<file path="config.mk">
export PLATFORM = sky130hd
export DESIGN_NAME = lcd_parallel_bus_sequencer_core
export DESIGN_NICKNAME = d
export VERILOG_FILES = /design/src/hw/rtl/lcdpbs_pkg.sv /design/src/hw/rtl/lcd_parallel_bus_sequencer_core.sv /design/src/hw/rtl/lcdpbs_dp.sv /design/src/hw/rtl/lcdpbs_ctrl.sv
export VERILOG_INCLUDE_DIRS = /design/src /design/src/hw/rtl
export SDC_FILE = /design/constraint.sdc
export NUM_CORES = 1
export LEC_CHECK = 0
export BUFFER_PORTS_ARGS = -buffer_cell sky130_fd_sc_hd__buf_2
export CAP_MARGIN = 20
export CORE_MARGIN = 2
export CORE_UTILIZATION = 58
export DETAILED_ROUTE_END_ITERATION = 12
export GPL_TIMING_DRIVEN = 0
export HOLD_SLACK_MARGIN = 0.12
export PLACE_DENSITY_LB_ADDON = 0.25
export REMOVE_ABC_BUFFERS = 1
export SYNTH_ARGS = -nofsm -noshare
export SYNTH_HDL_FRONTEND = slang
export SYNTH_SLANG_ARGS = --single-unit
</file>
<file path="constraint.sdc">
create_clock -name i_clk -period 5.3 [get_ports i_clk]
set_clock_uncertainty 0.1 [all_clocks]
set_input_delay 1.06 -clock i_clk [delete_from_list [all_inputs] [get_ports i_clk]]
set_output_delay 1.06 -clock i_clk [all_outputs]
set_load 0.01 [all_outputs]
</file>
<file path="src/hw/rtl/lcd_parallel_bus_sequencer_core_defines.svh">
// Assertion macros shared by the sequencer RTL.
// Each module that uses them has i_clk and i_rst_n in scope.
`ifndef LCD_PARALLEL_BUS_SEQUENCER_CORE_DEFINES_SVH
`define LCD_PARALLEL_BUS_SEQUENCER_CORE_DEFINES_SVH

// Same-cycle implication, checked out of reset.
`define LPBS_ASSERT_NOW(label, ante, cons, msg) \
    label: assert property (@(posedge i_clk) disable iff (!i_rst_n) \
        (ante) |-> (cons)) else $error(msg);

// Next-cycle implication, checked out of reset.
`define LPBS_ASSERT_NEXT(label, ante, cons, msg) \
    label: assert property (@(posedge i_clk) disable iff (!i_rst_n) \
        (ante) |=> (cons)) else $error(msg);

`endif

</file>
<file path="src/hw/rtl/lcdpbs_pkg.sv">
`timescale 1ns / 1ps

package lcdpbs_pkg;

    // Command kinds
    localparam logic [2:0] MODE_INSTR  = 3'd0;
    localparam logic [2:0] MODE_DATA   = 3'd1;
    localparam logic [2:0] MODE_CURSOR = 3'd2;
    localparam logic [2:0] MODE_CLEAR  = 3'd3;
    localparam logic [2:0] MODE_INIT   = 3'd4;

    // Configuration register indexes
    localparam int unsigned CFG_IDX_W = 3;
    localparam logic [CFG_IDX_W-1:0] CFG_BUS_FOUR_BIT   = 3'd0;
    localparam logic [CFG_IDX_W-1:0] CFG_PULSE_HOLD     = 3'd1;
    localparam logic [CFG_IDX_W-1:0] CFG_POWER_UP_WAIT  = 3'd2;
    localparam logic [CFG_IDX_W-1:0] CFG_INIT_CLR_EXTRA = 3'd3;
    localparam logic [CFG_IDX_W-1:0] CFG_CLR_EXTRA      = 3'd4;

    // Configuration reset values
    localparam logic        RST_BUS_FOUR_BIT   = 1'b1;
    localparam logic [15:0] RST_PULSE_HOLD     = 16'd1000;
    localparam logic [15:0] RST_POWER_UP_WAIT  = 16'd50000;
    localparam logic [15:0] RST_INIT_CLR_EXTRA = 16'd1000;
    localparam logic [15:0] RST_CLR_EXTRA      = 16'd2000;

    // Controller instruction bytes
    localparam logic [7:0] INS_FUNC_8BIT   = 8'h38;
    localparam logic [7:0] INS_DISPLAY_ON  = 8'h0C;
    localparam logic [7:0] INS_CLEAR       = 8'h01;
    localparam logic [7:0] INS_ENTRY_MODE  = 8'h06;
    localparam logic [7:0] INS_HOME        = 8'h02;
    localparam logic [7:0] INS_FUNC_4BIT   = 8'h28;
    localparam logic [7:0] INS_SET_DDRAM   = 8'h80;
    localparam logic [6:0] LINE1_OFFSET    = 7'h40;

    // Byte positions within the initialization run
    localparam logic [2:0] INIT_LAST_4BIT  = 3'd4;
    localparam logic [2:0] INIT_LAST_8BIT  = 3'd3;
    localparam logic [2:0] INIT_CLR_4BIT   = 3'd3;
    localparam logic [2:0] INIT_CLR_8BIT   = 3'd2;

    typedef struct packed {
        logic       cap;        // latch the accepted command
        logic       emit_wait;  // load the power-up wait beat
        logic       emit_pulse; // load a bus beat
        logic       last;       // final beat of the command
        logic       byte_end;   // final enable-low beat of a byte
        logic [2:0] bidx;       // byte position within the command
        logic [1:0] phase;      // beat position within the byte
    } t_cmd;

    typedef struct packed {
        logic out_free;  // output register can take a beat
        logic four;      // 4-bit bus selected
        logic empty;     // command produces no beats
        logic init;      // command is an initialization run
        logic last_byte; // current byte is the final one
    } t_sts;

    // Byte sent at position bidx of a command
    function automatic logic [7:0] byte_of(input logic [2:0] mode, input logic four,
                                           input logic [2:0] bidx, input logic [7:0] value,
                                           input logic [6:0] addr);
        logic [7:0] b;
        b = value;
        unique case (mode)
            MODE_CURSOR: b = INS_SET_DDRAM | {1'b0, addr};
            MODE_CLEAR:  b = INS_CLEAR;
            MODE_INIT: begin
                if (four) begin
                    unique case (bidx)
                        3'd0:    b = INS_HOME;
                        3'd1:    b = INS_FUNC_4BIT;
                        3'd2:    b = INS_DISPLAY_ON;
                        3'd3:    b = INS_CLEAR;
                        default: b = INS_ENTRY_MODE;
                    endcase
                end else begin
                    unique case (bidx)
                        3'd0:    b = INS_FUNC_8BIT;
                        3'd1:    b = INS_DISPLAY_ON;
                        3'd2:    b = INS_CLEAR;
                        default: b = INS_ENTRY_MODE;
                    endcase
                end
            end
            default: b = value;
        endcase
        return b;
    endfunction

endpackage

</file>
<file path="src/hw/rtl/lcd_parallel_bus_sequencer_core.sv">
`timescale 1ns / 1ps
// Channel   Handshake                 Payload
// -------   -----------------------   ------------------------------------------
// command   i_in_valid / o_in_ready   i_mode, i_value, i_line, i_column
// pin beat  o_out_valid / i_out_ready o_reg_select, o_data_pins, o_enable,
//                                     o_hold_us, o_last
// config    i_cfg_valid / o_cfg_ready i_cfg_index, i_cfg_data
//
// One command at a time: accepted in idle, decoded in the next cycle, then one pin
// beat per cycle while the output register drains. A 4-bit initialization run
// sends 21 beats; a byte is sent as two beats (8-bit bus) or four (4-bit bus).
// Commands that produce no beats return to idle after the decode cycle.
// A stalled output holds the beat register and the sequencer with it.
// Synchronous active-low reset restores the configuration defaults and idles.
// Config writes are always taken; write them only while the block is idle.

module lcd_parallel_bus_sequencer_core (
    input  logic                             i_clk,
    input  logic                             i_rst_n,
    // command
    input  logic                             i_in_valid,
    output logic                             o_in_ready,
    input  logic [2:0]                       i_mode,
    input  logic [7:0]                       i_value,
    input  logic [7:0]                       i_line,
    input  logic [6:0]                       i_column,
    // pin beats
    output logic                             o_out_valid,
    input  logic                             i_out_ready,
    output logic                             o_reg_select,
    output logic [7:0]                       o_data_pins,
    output logic                             o_enable,
    output logic [15:0]                      o_hold_us,
    output logic                             o_last,
    // configuration
    input  logic                             i_cfg_valid,
    output logic                             o_cfg_ready,
    input  logic [lcdpbs_pkg::CFG_IDX_W-1:0] i_cfg_index,
    input  logic [15:0]                      i_cfg_data
);

    lcdpbs_pkg::t_cmd cmd;
    lcdpbs_pkg::t_sts sts;

    // config port never stalls
    assign o_cfg_ready = 1'b1;

    // sequencer: walks bytes and beats, gates each beat on a free output slot
    lcdpbs_ctrl u_ctrl (
        .i_clk      (i_clk),
        .i_rst_n    (i_rst_n),
        .i_in_valid (i_in_valid),
        .o_in_ready (o_in_ready),
        .i_sts      (sts),
        .o_cmd      (cmd)
    );

    // datapath: config registers, command latch, byte select, hold add, beat register
    lcdpbs_dp u_dp (
        .i_clk        (i_clk),
        .i_rst_n      (i_rst_n),
        .i_cmd        (cmd),
        .o_sts        (sts),
        .i_mode       (i_mode),
        .i_value      (i_value),
        .i_line       (i_line),
        .i_column     (i_column),
        .i_cfg_valid  (i_cfg_valid),
        .i_cfg_index  (i_cfg_index),
        .i_cfg_data   (i_cfg_data),
        .o_out_valid  (o_out_valid),
        .i_out_ready  (i_out_ready),
        .o_reg_select (o_reg_select),
        .o_data_pins  (o_data_pins),
        .o_enable     (o_enable),
        .o_hold_us    (o_hold_us),
        .o_last       (o_last)
    );

endmodule

</file>
<file path="src/hw/rtl/lcdpbs_dp.sv">
`timescale 1ns / 1ps
`include "lcd_parallel_bus_sequencer_core_defines.svh"

module lcdpbs_dp (
    input  logic                            i_clk,
    input  logic                            i_rst_n,
    input  lcdpbs_pkg::t_cmd                i_cmd,
    output lcdpbs_pkg::t_sts                o_sts,
    input  logic [2:0]                      i_mode,
    input  logic [7:0]                      i_value,
    input  logic [7:0]                      i_line,
    input  logic [6:0]                      i_column,
    input  logic                            i_cfg_valid,
    input  logic [lcdpbs_pkg::CFG_IDX_W-1:0] i_cfg_index,
    input  logic [15:0]                     i_cfg_data,
    output logic                            o_out_valid,
    input  logic                            i_out_ready,
    output logic                            o_reg_select,
    output logic [7:0]                      o_data_pins,
    output logic                            o_enable,
    output logic [15:0]                     o_hold_us,
    output logic                            o_last
);

    // configuration
    logic        r_four;
    logic [15:0] r_pulse;
    logic [15:0] r_pwait;
    logic [15:0] r_iclr;
    logic [15:0] r_clr;

    // latched command
    logic [2:0] r_mode;
    logic [7:0] r_value;
    logic [7:0] r_line;
    logic [6:0] r_column;

    // output beat
    logic        r_valid;
    logic        r_rs;
    logic [7:0]  r_pins;
    logic        r_en;
    logic [15:0] r_hold;
    logic        r_last;

    logic [6:0]  addr;
    logic [7:0]  cur_byte;
    logic [7:0]  n_pins;
    logic [15:0] extra;
    logic [16:0] hold_sum;
    logic [15:0] n_hold;
    logic        is_init_clr;
    logic        load;

    always_ff @(posedge i_clk) begin
        if (!i_rst_n) begin
            r_four  <= lcdpbs_pkg::RST_BUS_FOUR_BIT;
            r_pulse <= lcdpbs_pkg::RST_PULSE_HOLD;
            r_pwait <= lcdpbs_pkg::RST_POWER_UP_WAIT;
            r_iclr  <= lcdpbs_pkg::RST_INIT_CLR_EXTRA;
            r_clr   <= lcdpbs_pkg::RST_CLR_EXTRA;
        end else if (i_cfg_valid) begin
            unique case (i_cfg_index)
                lcdpbs_pkg::CFG_BUS_FOUR_BIT:   r_four  <= i_cfg_data[0];
                lcdpbs_pkg::CFG_PULSE_HOLD:     r_pulse <= i_cfg_data;
                lcdpbs_pkg::CFG_POWER_UP_WAIT:  r_pwait <= i_cfg_data;
                lcdpbs_pkg::CFG_INIT_CLR_EXTRA: r_iclr  <= i_cfg_data;
                lcdpbs_pkg::CFG_CLR_EXTRA:      r_clr   <= i_cfg_data;
                default: ;
            endcase
        end
    end

    always_ff @(posedge i_clk) begin
        if (i_cmd.cap) begin
            r_mode   <= i_mode;
            r_value  <= i_value;
            r_line   <= i_line;
            r_column <= i_column;
        end
    end

    assign addr = r_line[0] ? (r_column + lcdpbs_pkg::LINE1_OFFSET) : r_column;
    assign cur_byte = lcdpbs_pkg::byte_of(r_mode, r_four, i_cmd.bidx, r_value, addr);

    always_comb begin
        if (!r_four)
            n_pins = cur_byte;
        else if (!i_cmd.phase[1])
            n_pins = {cur_byte[7:4], 4'h0};
        else
            n_pins = {cur_byte[3:0], 4'h0};
    end

    assign is_init_clr = (r_mode == lcdpbs_pkg::MODE_INIT) &&
                         (i_cmd.bidx == (r_four ? lcdpbs_pkg::INIT_CLR_4BIT
                                                : lcdpbs_pkg::INIT_CLR_8BIT));

    always_comb begin
        extra = 16'd0;
        if (i_cmd.byte_end) begin
            if (r_mode == lcdpbs_pkg::MODE_CLEAR)
                extra = r_clr;
            else if (is_init_clr)
                extra = r_iclr;
        end
    end

    assign hold_sum = {1'b0, r_pulse} + {1'b0, extra};
    assign n_hold   = hold_sum[16] ? 16'hFFFF : hold_sum[15:0];
    assign load     = i_cmd.emit_wait | i_cmd.emit_pulse;

    always_ff @(posedge i_clk) begin
        if (!i_rst_n)
            r_valid <= 1'b0;
        else if (load)
            r_valid <= 1'b1;
        else if (i_out_ready)
            r_valid <= 1'b0;
    end

    always_ff @(posedge i_clk) begin
        if (i_cmd.emit_wait) begin
            r_rs   <= 1'b0;
            r_pins <= 8'h00;
            r_en   <= 1'b0;
            r_hold <= r_pwait;
            r_last <= 1'b0;
        end else if (i_cmd.emit_pulse) begin
            r_rs   <= (r_mode == lcdpbs_pkg::MODE_DATA);
            r_pins <= n_pins;
            r_en   <= ~i_cmd.phase[0];
            r_hold <= n_hold;
            r_last <= i_cmd.last;
        end
    end

    always_comb begin
        o_sts.out_free  = ~r_valid | i_out_ready;
        o_sts.four      = r_four;
        o_sts.init      = (r_mode == lcdpbs_pkg::MODE_INIT);
        o_sts.empty     = (r_mode > lcdpbs_pkg::MODE_INIT) ||
                          ((r_mode == lcdpbs_pkg::MODE_CURSOR) && (r_line > 8'd1));
        if (r_mode == lcdpbs_pkg::MODE_INIT)
            o_sts.last_byte = (i_cmd.bidx == (r_four ? lcdpbs_pkg::INIT_LAST_4BIT
                                                     : lcdpbs_pkg::INIT_LAST_8BIT));
        else
            o_sts.last_byte = (i_cmd.bidx == 3'd0);
    end

    assign o_out_valid  = r_valid;
    assign o_reg_select = r_rs;
    assign o_data_pins  = r_pins;
    assign o_enable     = r_en;
    assign o_hold_us    = r_hold;
    assign o_last       = r_last;

    // nibble beats never drive the low data lines
    `LPBS_ASSERT_NOW(a_nibble_low_zero, r_valid && r_four && !r_last && r_rs,
        r_pins[3:0] == 4'h0, "4-bit beat drives D3..D0")

endmodule

</file>
<file path="src/hw/rtl/lcdpbs_ctrl.sv">
`timescale 1ns / 1ps
`include "lcd_parallel_bus_sequencer_core_defines.svh"

module lcdpbs_ctrl (
    input  logic             i_clk,
    input  logic             i_rst_n,
    input  logic             i_in_valid,
    output logic             o_in_ready,
    input  lcdpbs_pkg::t_sts i_sts,
    output lcdpbs_pkg::t_cmd o_cmd
);

    localparam logic [1:0] ST_IDLE = 2'd0;
    localparam logic [1:0] ST_DEC  = 2'd1;
    localparam logic [1:0] ST_WAIT = 2'd2;
    localparam logic [1:0] ST_BYTE = 2'd3;

    logic [1:0] r_state, n_state;
    logic [2:0] r_bidx, n_bidx;
    logic [1:0] r_phase, n_phase;
    logic       phase_end;
    logic       accept;

    assign accept    = i_in_valid && (r_state == ST_IDLE);
    assign phase_end = i_sts.four ? (r_phase == 2'd3) : (r_phase == 2'd1);

    always_comb begin
        n_state = r_state;
        n_bidx  = r_bidx;
        n_phase = r_phase;
        o_cmd   = '0;
        o_cmd.bidx     = r_bidx;
        o_cmd.phase    = r_phase;
        o_cmd.byte_end = phase_end;
        o_cmd.last     = phase_end && i_sts.last_byte;
        unique case (r_state)
            ST_IDLE: begin
                if (i_in_valid) begin
                    o_cmd.cap = 1'b1;
                    n_state   = ST_DEC;
                end
            end
            ST_DEC: begin
                n_bidx  = 3'd0;
                n_phase = 2'd0;
                if (i_sts.empty)
                    n_state = ST_IDLE;
                else if (i_sts.init)
                    n_state = ST_WAIT;
                else
                    n_state = ST_BYTE;
            end
            ST_WAIT: begin
                if (i_sts.out_free) begin
                    o_cmd.emit_wait = 1'b1;
                    n_state         = ST_BYTE;
                end
            end
            default: begin
                if (i_sts.out_free) begin
                    o_cmd.emit_pulse = 1'b1;
                    if (!phase_end) begin
                        n_phase = r_phase + 2'd1;
                    end else if (i_sts.last_byte) begin
                        n_state = ST_IDLE;
                    end else begin
                        n_bidx  = r_bidx + 3'd1;
                        n_phase = 2'd0;
                    end
                end
            end
        endcase
    end

    always_ff @(posedge i_clk) begin
        if (!i_rst_n) begin
            r_state <= ST_IDLE;
            r_bidx  <= 3'd0;
            r_phase <= 2'd0;
        end else begin
            r_state <= n_state;
            r_bidx  <= n_bidx;
            r_phase <= n_phase;
        end
    end

    assign o_in_ready = (r_state == ST_IDLE);

    `LPBS_ASSERT_NOW(a_emit_needs_slot, o_cmd.emit_pulse || o_cmd.emit_wait,
        i_sts.out_free, "beat loaded over an untaken one")
    `LPBS_ASSERT_NOW(a_8bit_two_beats, (r_state == ST_BYTE) && !i_sts.four,
        !r_phase[1], "8-bit byte runs past two beats")
    `LPBS_ASSERT_NEXT(a_accept_decodes, accept,
        r_state == ST_DEC, "accepted command not decoded next cycle")
    `LPBS_ASSERT_NEXT(a_last_returns_idle, o_cmd.emit_pulse && o_cmd.last,
        r_state == ST_IDLE, "sequencer busy after the final beat")

endmodule
</file>
==> metrics.md <==
| Metric | Value |
|---|---|
| Outcome | finished, final reports clean |
| Wl on met1 | 6.57 mm |
| Worst min path class | reg -> reg |
| # port buffers | 78 |
| Post-DRT Antenna Nets | 0 |
| WL met3 | 1.32 mm |
| CTS tree | done |
| H-tree depth | 4 |
| Final period utilization | 84.9% |
| Full die area | 11500 sq um |
| CTS Buf Count | 17 |
| Row count | 37 |
| Initial core utilization | 59.8% |
| Ports | 80 |
| Reg2Reg Setup Slack | 800 ps |
| Setup TNS | 0 ps |
| Final WL | 14.3 mm |
| Sequential share of the synthesized area | 47.5% |
| Rel. slew slack | 37.8% |
| Top FF cell, synth | dfxtp_1 |
| Top-area cell type share of the netlist area | 27.1% |
| F_max | 0.222 GHz |
| First-pass GRT wire length | 23.2 mm |
| Flops & latches, synth | 126 |
| Post-Syn Area | 6200 sq um |
| Max FO, Critical Path | 16 |
| Placer Congestion | 0.897 |
| Async S/R FF share, synth | 0% |
| Yosys warns | 0 |
| Synth Instances | 665 |
| Max VDD drop | 219 uV |
| NumNets Final | 800 |
| Final hold viol count | 0 |
| Die Ht | 107 microns |
| Cts hold-fix bufs | 0 |
| Fin. max-slew vios | 0 |
| Leak pwr | 2.86 nW |
| Worst-case hold path end point | u_dp.o_enable |
| Postcts setup bufs | 0 |
| Pin count of the biggest net entering global routing | 75 |
| Die width | 107 microns |
| DRT Pass-1 Iters | 5 |
| Area leader, netlist | dfxtp_1 |
| Mapped Avg Cell Area | 9.32 sq um |
| Layout cells sized above 1 | 18.4% |
| Cts repair resizes | 0 |
| Diode count | 0 |
| Met2 wire length | 6.15 mm |
| CTS root buf | clkbuf_8 |
| Overflow after GRT | 0 |
| Period minus WS final | 4500 ps |
| PwrDens | 357 nW/um^2 |
| WP data required | 5480 ps |
| Remaining routing DRC violations | 0 |
| Via-to-Cell Ratio | 5.87 |
| CTS clock-pin slew for the worst setup and hold paths | 60 ps |
| CTS max path bufs | 2 |
| RR Endpoint | u_dp.o_hold_us[13] |
| DP Wirelength | 9.78 mm |
| Post-synth EDFFs | 42 |
| # fillers | 780 |
| Worst-margin pin slew | 909 ps |
| Startpoint Class | flip-flop |
| Dpl cell area | 6560 sq um |
| RR Startpoint | u_dp.r_mode[1] |
| Clock Latency Late Sink | 530 ps |
| Synth cell types | 78 |
| Clock Sinks | 126 |
| Hold path start | u_dp.o_enable |
| Hold path depth | 2 |
| DR iter-0 viols | 505 |
| Wire per inst | 16.3 microns |
| Max layer used | met4 |
| Via count | 5152 |
| Area growth syn-to-layout | 16.9% |
| Setup violators final | 0 |
| Initial antenna violation count | 0 |
| Max-cap violations | 0 |
| Vias in the first global route | 4707 |
| RSZ-0062 raised after global routing | no |
| Tot Pwr | 2.59 mW |
| CP Class | reg -> reg |
| Fin area | 7250 sq um |
| FF-to-FF path depth | 11 |
| GRT Util Overall | 26.1% |
| Synth area leaders | dfxtp_1, edfxtp_1, nand2_1 |
| Crit end category | flip-flop |
| CP arrival | 4680 ps |
| Core ar. | 10400 sq um |
cell families after synthesis:
group                      count (synthesis)  synth area share [%]
AOI/OAI and AO/OA                        177                  21.1
xor gates and xnor gates                  15                  2.12
adders and majority gates                 22                  4.56
buffers and inverters                     48                  4.06
DFF                                      126                  47.5
muxes                                      2                 0.363
other                                      1                0.0605
and+or+nand+nor                          274                  20.3
final cells by class:
type	instances	area, sq um	share of cell area [%]
Multi-Input combinational cell	491	3010	41.5
Timing Repair Buffer	82	460	6.35
Clock buffer	17	414	5.71
Sequential cell	126	2940	40.6
Inverter	10	37.5	0.518
Tap cell	136	170	2.35
Clock inverter	15	219	3.02
cell usage after synthesis (all sizes together) (3+ instances only):
cell / instances
o21a: 4
nand3: 29
inv: 10
xor2: 9
o21ai: 27
a21oi: 26
nand3b: 6
a211oi: 4
nand2b: 4
xnor2: 6
nor2: 38
and3: 4
a21boi: 44
clkbuf: 29
a21o: 6
buf: 9
nand2: 160
a31oi: 7
a2111oi: 4
edfxtp: 42
nand4: 3
dfxtp: 84
a22oi: 17
nor3: 5
and2: 6
o22a: 15
ha: 21
o21bai: 4
nor2b: 5
critical path, cell delays in order, from the launching register on:
cell and delay (ps):
edfxtp_1 580, or3b_4 530, nor4_4 770, a22oi_1 150, nor2_1 170, ha_1 330
a2111oi_0 420, o21ai_1 220, a21oi_2 280, o2111ai_4 310, a31oi_1 310, nor2_1 60
sequential cells by signal, indices dropped and copies added, names as in the netlist, 2 cells and up:
name	flops
u_dp.o_hold_us	16
u_dp.r_clr	16
u_dp.r_iclr	16
u_dp.r_pulse	16
u_dp.r_pwait	16
u_dp.o_data_pins	8
u_dp.r_line	8
u_dp.r_value	8
u_dp.r_column	7
u_ctrl.r_bidx	3
u_dp.r_mode	3
u_ctrl.r_phase	2
u_ctrl.r_state	2
cells in the final DEF (no fill, tap or decap), drive strengths merged, types with 3 or more instances in the layout:
cell,instances
nand3b,6
bufinv,5
a22oi,17
clkinv,6
clkbuf,17
buf,82
and3,4
o21bai,4
nor3,5
o21ai,27
nand3,29
nor2,38
clkinvlp,3
nand2,160
o21a,4
dfxtp,84
xor2,9
a31oi,7
a21o,6
a21boi,44
nand2b,4
a2111oi,4
nor2b,5
xnor2,6
a21oi,26
inv,11
nand4,3
and2,6
edfxtp,42
a211oi,4
ha,21
o22a,15
metrics by stage:
step,hold slack [ps],util [%],setup WS (ps),instances
global placement,330,63.1,892,841
floorplan,335,-,1580,627
CTS,345,69.3,860,874
detailed placement,333,63.2,899,842
global route,364,69.9,418,877
finish,335,69.9,802,877
worst max path at each step:
stage	from	to	slack, ps
floorplan	u_dp.r_mode[1]	u_dp.o_hold_us[13]	1580
global placement	u_dp.r_mode[1]	u_dp.o_hold_us[13]	890
detailed placement	u_dp.r_mode[1]	u_dp.o_hold_us[13]	900
CTS	u_dp.r_mode[1]	u_dp.o_hold_us[13]	860
global route	u_dp.r_mode[1]	u_dp.o_hold_us[13]	420
finish	u_dp.r_mode[1]	u_dp.o_hold_us[13]	800
metal layers:
metal  up-vias  GRT usage (%)
li1       2493              -
met1      2415           38.8
met4         0           9.43
met5         -              0
met2       219           37.5
met3        25           5.63
report_power, final:
part / switching, mW / internal (mW) / total, mW / leakage, nW
combinational: 0.145 / 0.101 / 0.246 / 1.48
clock: 0.430 / 0.809 / 1.24 / 0.304
sequential: 0.0373 / 1.06 / 1.10 / 1.07
total: 0.612 / 1.97 / 2.59 / 2.86
(Power assumes the default switching activity.)
